===== src/rtl/notification_queue_with_purge_assert.svh =====
// ----------------------------------------------------------------------------
// Notification queue assertion macros
// Small wrappers for the concurrent checks used in the queue top level.
// ----------------------------------------------------------------------------
`ifndef NOTIFICATION_QUEUE_WITH_PURGE_ASSERT_SVH
`define NOTIFICATION_QUEUE_WITH_PURGE_ASSERT_SVH

// same-cycle implication under async active-low reset
`define NQP_ASSERT_IMP(lbl, clk, rst_n, ante, cons, msg) \
	lbl: assert property (@(posedge clk) disable iff (!(rst_n)) (ante) |-> (cons)) \
		else $error(msg);

// next-cycle implication under async active-low reset
`define NQP_ASSERT_NEXT(lbl, clk, rst_n, ante, cons, msg) \
	lbl: assert property (@(posedge clk) disable iff (!(rst_n)) (ante) |=> (cons)) \
		else $error(msg);

`endif


===== src/rtl/nqp_pkg.sv =====
// ----------------------------------------------------------------------------
// nqp_pkg
// Shared types and codes for the notification queue.
// ----------------------------------------------------------------------------
`timescale 1ns / 1ps
`default_nettype none

package nqp_pkg;

	localparam int unsigned MODE_W   = 2;
	localparam int unsigned STATUS_W = 3;

	localparam logic [MODE_W-1:0] MODE_PUSH  = 2'd0;
	localparam logic [MODE_W-1:0] MODE_POP   = 2'd1;
	localparam logic [MODE_W-1:0] MODE_PURGE = 2'd2;

	localparam logic [STATUS_W-1:0] ST_DONE       = 3'd0;
	localparam logic [STATUS_W-1:0] ST_PUSH_EMPTY = 3'd1;
	localparam logic [STATUS_W-1:0] ST_POPPED     = 3'd2;
	localparam logic [STATUS_W-1:0] ST_POP_EMPTY  = 3'd3;
	localparam logic [STATUS_W-1:0] ST_PUSH_FULL  = 3'd4;

	typedef enum logic [1:0] {
		S_IDLE,
		S_POP_A,
		S_POP_B,
		S_PURGE
	} nqp_state_t;

endpackage

`default_nettype wire


===== src/rtl/nqp_ram.sv =====
// ----------------------------------------------------------------------------
// nqp_ram
// Generic single-write, single-read RAM with registered read data.
// ----------------------------------------------------------------------------
`timescale 1ns / 1ps
`default_nettype none

module nqp_ram #(
	parameter int WIDTH = 32,
	parameter int DEPTH = 32
) (
	input  wire logic                     clk,
	input  wire logic                     we,
	input  wire logic [$clog2(DEPTH)-1:0] waddr,
	input  wire logic [WIDTH-1:0]         wdata,
	input  wire logic [$clog2(DEPTH)-1:0] raddr,
	output logic      [WIDTH-1:0]         rdata
);

	logic [WIDTH-1:0] mem_q [DEPTH];

	always_ff @(posedge clk) begin
		if (we) begin
			mem_q[waddr] <= wdata;
		end
		rdata <= mem_q[raddr];
	end

endmodule

`default_nettype wire


===== src/rtl/notification_queue_with_purge.sv =====
// ----------------------------------------------------------------------------
// notification_queue_with_purge
// Circular notification FIFO with pop peek and an in-place selective purge.
// ----------------------------------------------------------------------------
// An item is taken when start is high and busy is low; its single result
// appears on the result ports for one cycle with done high, in the cycle after
// the last working cycle, and cannot be held off. Push, full push, empty pop
// and the unused mode finish in the accept cycle (result on the next cycle).
// A pop makes two reads of the single read port of the entry RAM (head,
// then new head). A purge reads one entry per cycle through that read port,
// compacting survivors through the write port behind the read pointer. busy
// is high in every working cycle after the accept cycle and stays low for
// items that finish in the accept cycle.
`timescale 1ns / 1ps
`default_nettype none
`include "notification_queue_with_purge_assert.svh"

module notification_queue_with_purge
	import nqp_pkg::*;
#(
	parameter int DEPTH        = 32,
	parameter int HANDLER_BITS = 16,
	parameter int MASK_BITS    = 16
) (
	input  wire logic                        clk,
	input  wire logic                        arst_n,
	input  wire logic                        start,
	output logic                             busy,
	input  wire logic [MODE_W-1:0]           mode,
	input  wire logic [HANDLER_BITS-1:0]     in_handler,
	input  wire logic [MASK_BITS-1:0]        in_mask,
	output logic                             done,
	output logic [STATUS_W-1:0]              status,
	output logic [HANDLER_BITS-1:0]          out_handler,
	output logic [MASK_BITS-1:0]             out_mask,
	output logic                             more_queued,
	output logic [HANDLER_BITS-1:0]          next_handler,
	output logic [MASK_BITS-1:0]             next_mask,
	output logic [$clog2(DEPTH+1)-1:0]       purged_count
);

	localparam int AW = $clog2(DEPTH);
	localparam int CW = $clog2(DEPTH+1);
	localparam int DW = HANDLER_BITS + MASK_BITS;
	localparam logic [CW-1:0] FULL_CNT = CW'(DEPTH);

	// base + offset modulo DEPTH; offset never exceeds DEPTH
	function automatic logic [AW-1:0] wrap_add(input logic [AW-1:0] base,
			input logic [CW-1:0] off);
		logic [CW:0] sum;
		sum = (CW+1)'(base) + (CW+1)'(off);
		if (sum >= (CW+1)'(DEPTH)) begin
			sum = sum - (CW+1)'(DEPTH);
		end
		return sum[AW-1:0];
	endfunction

	nqp_state_t state_q, state_d;

	logic [AW-1:0]           head_q, head_d;
	logic [CW-1:0]           count_q, count_d;
	logic [CW-1:0]           rd_q, rd_d;
	logic [CW-1:0]           kept_q, kept_d;
	logic [CW-1:0]           purged_q, purged_d;
	logic                    pend_q, pend_d;
	logic [HANDLER_BITS-1:0] hnd_q, hnd_d;
	logic [MASK_BITS-1:0]    msk_q, msk_d;
	logic [DW-1:0]           hold_q, hold_d;

	logic                    ram_we;
	logic [AW-1:0]           ram_waddr, ram_raddr;
	logic [DW-1:0]           ram_wdata, ram_rdata;
	logic [CW-1:0]           rd_off, wr_off;

	logic                    emit;
	logic [STATUS_W-1:0]     e_status;
	logic [DW-1:0]           e_out, e_next;
	logic                    e_more;
	logic [CW-1:0]           e_purged;

	logic                    done_q;
	logic [STATUS_W-1:0]     status_q;
	logic [DW-1:0]           out_q, next_q;
	logic                    more_q;
	logic [CW-1:0]           purged_out_q;

	logic [HANDLER_BITS-1:0] ent_h;
	logic [MASK_BITS-1:0]    ent_m;
	logic                    ent_match;
	logic                    accept;

	assign accept    = start && (state_q == S_IDLE);
	assign busy      = (state_q != S_IDLE);
	assign ent_h     = ram_rdata[DW-1:MASK_BITS];
	assign ent_m     = ram_rdata[MASK_BITS-1:0];
	assign ent_match = (ent_h != '0) && ((hnd_q == '0) || (hnd_q == ent_h));
	assign ram_raddr = wrap_add(head_q, rd_off);
	assign ram_waddr = wrap_add(head_q, wr_off);

	nqp_ram #(
		.WIDTH(DW),
		.DEPTH(DEPTH)
	) u_ram (
		.clk   (clk),
		.we    (ram_we),
		.waddr (ram_waddr),
		.wdata (ram_wdata),
		.raddr (ram_raddr),
		.rdata (ram_rdata)
	);

	always_ff @(posedge clk or negedge arst_n) begin
		if (!arst_n) begin
			state_q <= S_IDLE;
		end else begin
			state_q <= state_d;
		end
	end

	always_comb begin
		state_d   = state_q;
		head_d    = head_q;
		count_d   = count_q;
		rd_d      = rd_q;
		kept_d    = kept_q;
		purged_d  = purged_q;
		pend_d    = pend_q;
		hnd_d     = hnd_q;
		msk_d     = msk_q;
		hold_d    = hold_q;
		ram_we    = 1'b0;
		ram_wdata = {in_handler, in_mask};
		rd_off    = '0;
		wr_off    = count_q;
		emit      = 1'b0;
		e_status  = ST_DONE;
		e_out     = '0;
		e_next    = '0;
		e_more    = 1'b0;
		e_purged  = '0;

		case (state_q)
			S_IDLE: begin
				// read port sits on the head so a pop finds its data registered in S_POP_A
				if (accept) begin
					case (mode)
						MODE_PUSH: begin
							emit = 1'b1;
							if (count_q == FULL_CNT) begin
								e_status = ST_PUSH_FULL;
							end else begin
								ram_we   = 1'b1;
								e_status = (count_q == '0) ? ST_PUSH_EMPTY : ST_DONE;
								count_d  = count_q + 1'b1;
							end
						end
						MODE_POP: begin
							if (count_q == '0) begin
								emit     = 1'b1;
								e_status = ST_POP_EMPTY;
							end else begin
								state_d = S_POP_A;
							end
						end
						MODE_PURGE: begin
							hnd_d    = in_handler;
							msk_d    = in_mask;
							rd_d     = '0;
							kept_d   = '0;
							purged_d = '0;
							pend_d   = 1'b0;
							state_d  = S_PURGE;
						end
						default: begin
							emit = 1'b1;
						end
					endcase
				end
			end
			S_POP_A: begin
				hold_d  = ram_rdata;
				rd_off  = CW'(1);
				state_d = S_POP_B;
			end
			S_POP_B: begin
				emit     = 1'b1;
				e_status = ST_POPPED;
				e_out    = hold_q;
				e_more   = (count_q != CW'(1));
				e_next   = e_more ? ram_rdata : '0;
				head_d   = wrap_add(head_q, CW'(1));
				count_d  = count_q - 1'b1;
				state_d  = S_IDLE;
			end
			S_PURGE: begin
				rd_off    = rd_q;
				wr_off    = kept_q;
				ram_wdata = {ent_h, ent_match ? (ent_m & ~msk_q) : ent_m};
				if (pend_q) begin
					if (ent_match && ((ent_m & ~msk_q) == '0)) begin
						purged_d = purged_q + 1'b1;
					end else begin
						ram_we = 1'b1;
						kept_d = kept_q + 1'b1;
					end
				end
				if (rd_q != count_q) begin
					rd_d   = rd_q + 1'b1;
					pend_d = 1'b1;
				end else begin
					pend_d = 1'b0;
				end
				if (!pend_q && (rd_q == count_q)) begin
					emit     = 1'b1;
					e_purged = purged_q;
					count_d  = kept_q;
					state_d  = S_IDLE;
				end
			end
			default: begin
				state_d = S_IDLE;
			end
		endcase
	end

	always_ff @(posedge clk or negedge arst_n) begin
		if (!arst_n) begin
			head_q  <= '0;
			count_q <= '0;
			pend_q  <= 1'b0;
			done_q  <= 1'b0;
		end else begin
			head_q  <= head_d;
			count_q <= count_d;
			pend_q  <= pend_d;
			done_q  <= emit;
		end
	end

	always_ff @(posedge clk) begin
		rd_q     <= rd_d;
		kept_q   <= kept_d;
		purged_q <= purged_d;
		hnd_q    <= hnd_d;
		msk_q    <= msk_d;
		hold_q   <= hold_d;
		if (emit) begin
			status_q     <= e_status;
			out_q        <= e_out;
			next_q       <= e_next;
			more_q       <= e_more;
			purged_out_q <= e_purged;
		end
	end

	assign done         = done_q;
	assign status       = status_q;
	assign out_handler  = out_q[DW-1:MASK_BITS];
	assign out_mask     = out_q[MASK_BITS-1:0];
	assign more_queued  = more_q;
	assign next_handler = next_q[DW-1:MASK_BITS];
	assign next_mask    = next_q[MASK_BITS-1:0];
	assign purged_count = purged_out_q;

	// on the last entry the read pointer has run past the tail and its data is unused
	`NQP_ASSERT_IMP(a_count_bound, clk, arst_n, 1'b1, count_q <= FULL_CNT,
		"entry count above depth")
	`NQP_ASSERT_IMP(a_purge_no_collide, clk, arst_n,
		(state_q == S_PURGE) && ram_we && (rd_q != count_q), ram_waddr != ram_raddr,
		"purge write hits the slot being read")
	`NQP_ASSERT_NEXT(a_full_refused, clk, arst_n,
		accept && (mode == MODE_PUSH) && (count_q == FULL_CNT),
		done_q && (status_q == ST_PUSH_FULL) && (count_q == FULL_CNT),
		"push into full queue not refused")
	`NQP_ASSERT_NEXT(a_pop_result, clk, arst_n, state_q == S_POP_B,
		done_q && (status_q == ST_POPPED) && (count_q == $past(count_q) - 1'b1),
		"pop did not report and shrink the queue")

endmodule

`default_nettype wire


===== config.mk =====
export PLATFORM = sky130hd
export DESIGN_NAME = notification_queue_with_purge
export DESIGN_NICKNAME = d
export VERILOG_FILES = /design/src/rtl/nqp_pkg.sv /design/src/rtl/nqp_ram.sv /design/src/rtl/notification_queue_with_purge.sv
export VERILOG_INCLUDE_DIRS = /design/src /design/src/rtl
export SDC_FILE = /design/constraint.sdc
export NUM_CORES = 1
export LEC_CHECK = 0
export BUFFER_PORTS_ARGS = -buffer_cell sky130_fd_sc_hd__buf_2
export CORE_MARGIN = 2
export CORE_UTILIZATION = 63
export CTS_BUF_LIST = sky130_fd_sc_hd__clkbuf_2
export DETAILED_ROUTE_END_ITERATION = 16
export GPL_TIMING_DRIVEN = 0
export PLACE_DENSITY = 0.8
export SYNTH_ARGS = -nofsm -noshare
export SYNTH_HDL_FRONTEND = slang
export SYNTH_SLANG_ARGS = --single-unit

===== constraint.sdc =====
create_clock -name clk -period 14.2 [get_ports clk]
set_input_delay 2.84 -clock clk [delete_from_list [all_inputs] [get_ports clk]]
set_output_delay 2.84 -clock clk [all_outputs]
set_load 0.01 [all_outputs]

==> qor.txt <==
Synth top area cells = edfxtp_1, mux4_2, dfxtp_1, nand2_1, a311oi_1
Avg WL per Cell = 27.8 um
Floorplan row count = 101
CTS buffer count = 299
Fin nets = 2942
Count leader, synth = edfxtp_1
Worst clock skew = 0.143 ns
Post-synth top flop = edfxtp_1
Clock buffer depth = 4
Hold Crit Class = flop to flop
Synthesized area = 0.0479 mm^2
Setup_tns = 0 ns
Combinational power share = 0.444
Die area = 0.0783 mm^2
DP HPWL = 74500 um
Post-synth top area cell = edfxtp_1
Post-route DRC = 0
Fmax = 0.164 GHz
PnR Total Power = 12.4 mW
Distinct cells, synth = 51
Area share of the largest cell type after synthesis = 0.739
Syn_area_per_cell = 19.8 um^2
Largest net degree at the start of global routing = 39
Sw Ratio = 0.392
# H-tree levels = 5
First-pass GRT wire length = 165000 um
GRT Total Usage = 0.294
Remaining Overflow, GRT = 0
Crit path DAT = 7.35 ns
Hold_buf cts = 0
Hold Violations, Final = 0
Kind of critical path = flop to flop
Antenna Nets Post-Route = 0
Clock share of power = 0.175
Synth-to-Final Area Change = 12.4%
Initial core utilization = 0.633
Vias in the first global route = 26800
Yosys warning count = 0
Die span in x = 280 um
Clock sinks = 1227
Core Area = 0.0757 mm^2
Vias per inst = 6.45
Clk_lat worst skew = 1.46 ns
Post-Syn Instances = 2419
Port Buffers = 112
Synth Register Bits = 1227
Post-CTS Resized = 0
Max-slew violation count = 0
Tcrit/Tclk final = 0.430
Worst-path fanout max = 10
Share of synthesized flip-flops with an asynchronous set or reset = 0.0122
Peak VDD IR = 0.139 mV
Outcome = finished clean
Number of enable flip-flop cells after synthesis = 1180
Max_cap viols = 0
Io pins = 113
Int Pwr = 7.53 mW
P per Cell Area = 230 mW/mm^2
Antenna violations before repair = 4
Final Critical Period = 6.11 ns
Post-synth top cells = edfxtp_1, mux4_2, nand2_1, and2_1, a21oi_1
NetSw = 4.85 mW
Root Buffer = clkbuf_2
Initial drt markers = 3393
Via Count = 26200
Worst Path Required = 15.43 ns
Crit path launch type = flop
Headroom to the max-slew limit = 0.159
# setup viols final = 0
Slew @ Worst Pin = 1.26 ns
CTS tree = done
Drt pass-1 iters = 6
Clock transition at path regs = 0.10 ns
Leakage Power = 18.3 nW
Routability cong. = 0.910
Layout cells sized above 1 = 0.322
Hold slack = 0.462 ns
Post-Syn Nets = 2479
Die Span Y = 280 um
Seq pwr share = 0.381
Setup Fix Bufs, Post-CTS = 0
Element type at the critical path end = flop
Seq/Total Area, Yosys = 0.760
RSZ-0062 raised after global routing = false
Routed wire length = 113000 um
cell families (layout without fill, tap and decap cells):
family          after synthesis  count (layout)  share of synthesized area
mux                         308             308                      0.132
compound gates              209             209                     0.0304
flops                      1227            1227                      0.760
other cells                   0               5                          0
xor+xnor                     48              48                    0.00877
fa+ha+maj                    23              23                    0.00632
buf+inv                     164             825                     0.0169
simple gates                440             440                     0.0456
path summary, 6_finish.rpt:
check	from	to	slack (ns)	cells past startpoint
max in group asynchronous	arst_n	head_q[4]$_DFFE_PN0P_	12.51	1
max reg2reg	state_q[1]$_DFFE_PN0P_	u_ram.rdata[22]$_DFF_P_	8.09	15
max	state_q[1]$_DFFE_PN0P_	u_ram.rdata[22]$_DFF_P_	8.09	15
min reg2reg	u_ram.rdata[10]$_DFF_P_	hold_q[10]$_DFFE_PP_	0.46	0
min in group asynchronous	arst_n	head_q[0]$_DFFE_PN0P_	1.37	1
min	u_ram.rdata[10]$_DFF_P_	hold_q[10]$_DFFE_PP_	0.46	0
layout make-up:
cell class                      count  area, um^2
Clock buffer                      428        2140
Buffer                            134         699
Tap cell                          978        1220
Sequential cell                  1227       36500
Timing Repair Buffer              162        1660
Inverter                           30         113
Antenna cell                        5        12.5
Clock inverter                     71         353
Fill cell                        4386       21800
Multi-Input combinational cell   1028       11200
critical path, stage by stage (launching register included):
cell,delay (ns)
dfrtp_1,0.44
ha_1,0.39
clkbuf_1,0.42
buf_1,0.46
clkbuf_1,0.43
nand2_1,0.09
nand2_1,0.11
ha_1,0.18
inv_1,0.06
fa_1,0.63
buf_2,0.53
clkbuf_1,0.56
mux4_2,0.43
and3_1,0.24
a311oi_1,0.72
mux2i_1,0.30
cell usage in the layout, fill, tap and decap left out, types with 32 or more instances in the layout:
cell type	n
nor2_4	34
buf_2	135
a21oi_1	73
clkinv_1	52
mux2i_1	34
dfxtp_1	32
xnor2_1	40
and2_1	86
and3_1	68
clkbuf_2	430
a311oi_1	63
mux4_2	256
clkbuf_1	61
nand2_1	153
edfxtp_1	1180
power groups by stage:
| stage | sequential [mW] | clock [mW] | combinational, mW |
|---|---|---|---|
| 6_report | 4.71 | 2.17 | 5.50 |
| 4_1_cts | 4.71 | 2.20 | 5.45 |
| 2_1_floorplan | 4.80 | 0 | 3.43 |
| 5_1_grt | 4.74 | 2.38 | 5.78 |
| 3_3_place_gp | 4.82 | 0 | 5.06 |
| 3_5_place_dp | 4.79 | 0 | 5.43 |
per-layer routing:
layer,global-route usage,up-vias,routed length (um)
met4,0.122,4,3850
met2,0.476,1820,56400
met5,0,-,32
met1,0.389,13200,41000
li1,-,10900,-
met3,0.0686,263,11800
through the flow:
| stage | setup slack [ns] | cells | utilization | cell area (um^2) |
|---|---|---|---|---|
| 4_1_cts | 8.30 | 4058 | 0.711 | 53900 |
| 6_report | 8.09 | 4063 | 0.712 | 53900 |
| 3_5_place_dp | 8.28 | 3559 | 0.679 | 51400 |
| 5_1_grt | 8.00 | 4062 | 0.712 | 53900 |
| 2_1_floorplan | 7.31 | 2419 | - | 47900 |
| 3_3_place_gp | 6.15 | 3509 | 0.657 | 49700 |
registers in the layout (all words and copies together), names as in the netlist, 16 cells and up:
name and count:
u_ram.rdata 32, hold_q 32, u_ram.mem_q 1024, out_q 32, msk_q 16, hnd_q 16, next_q 32
(Power assumes the default switching activity.)
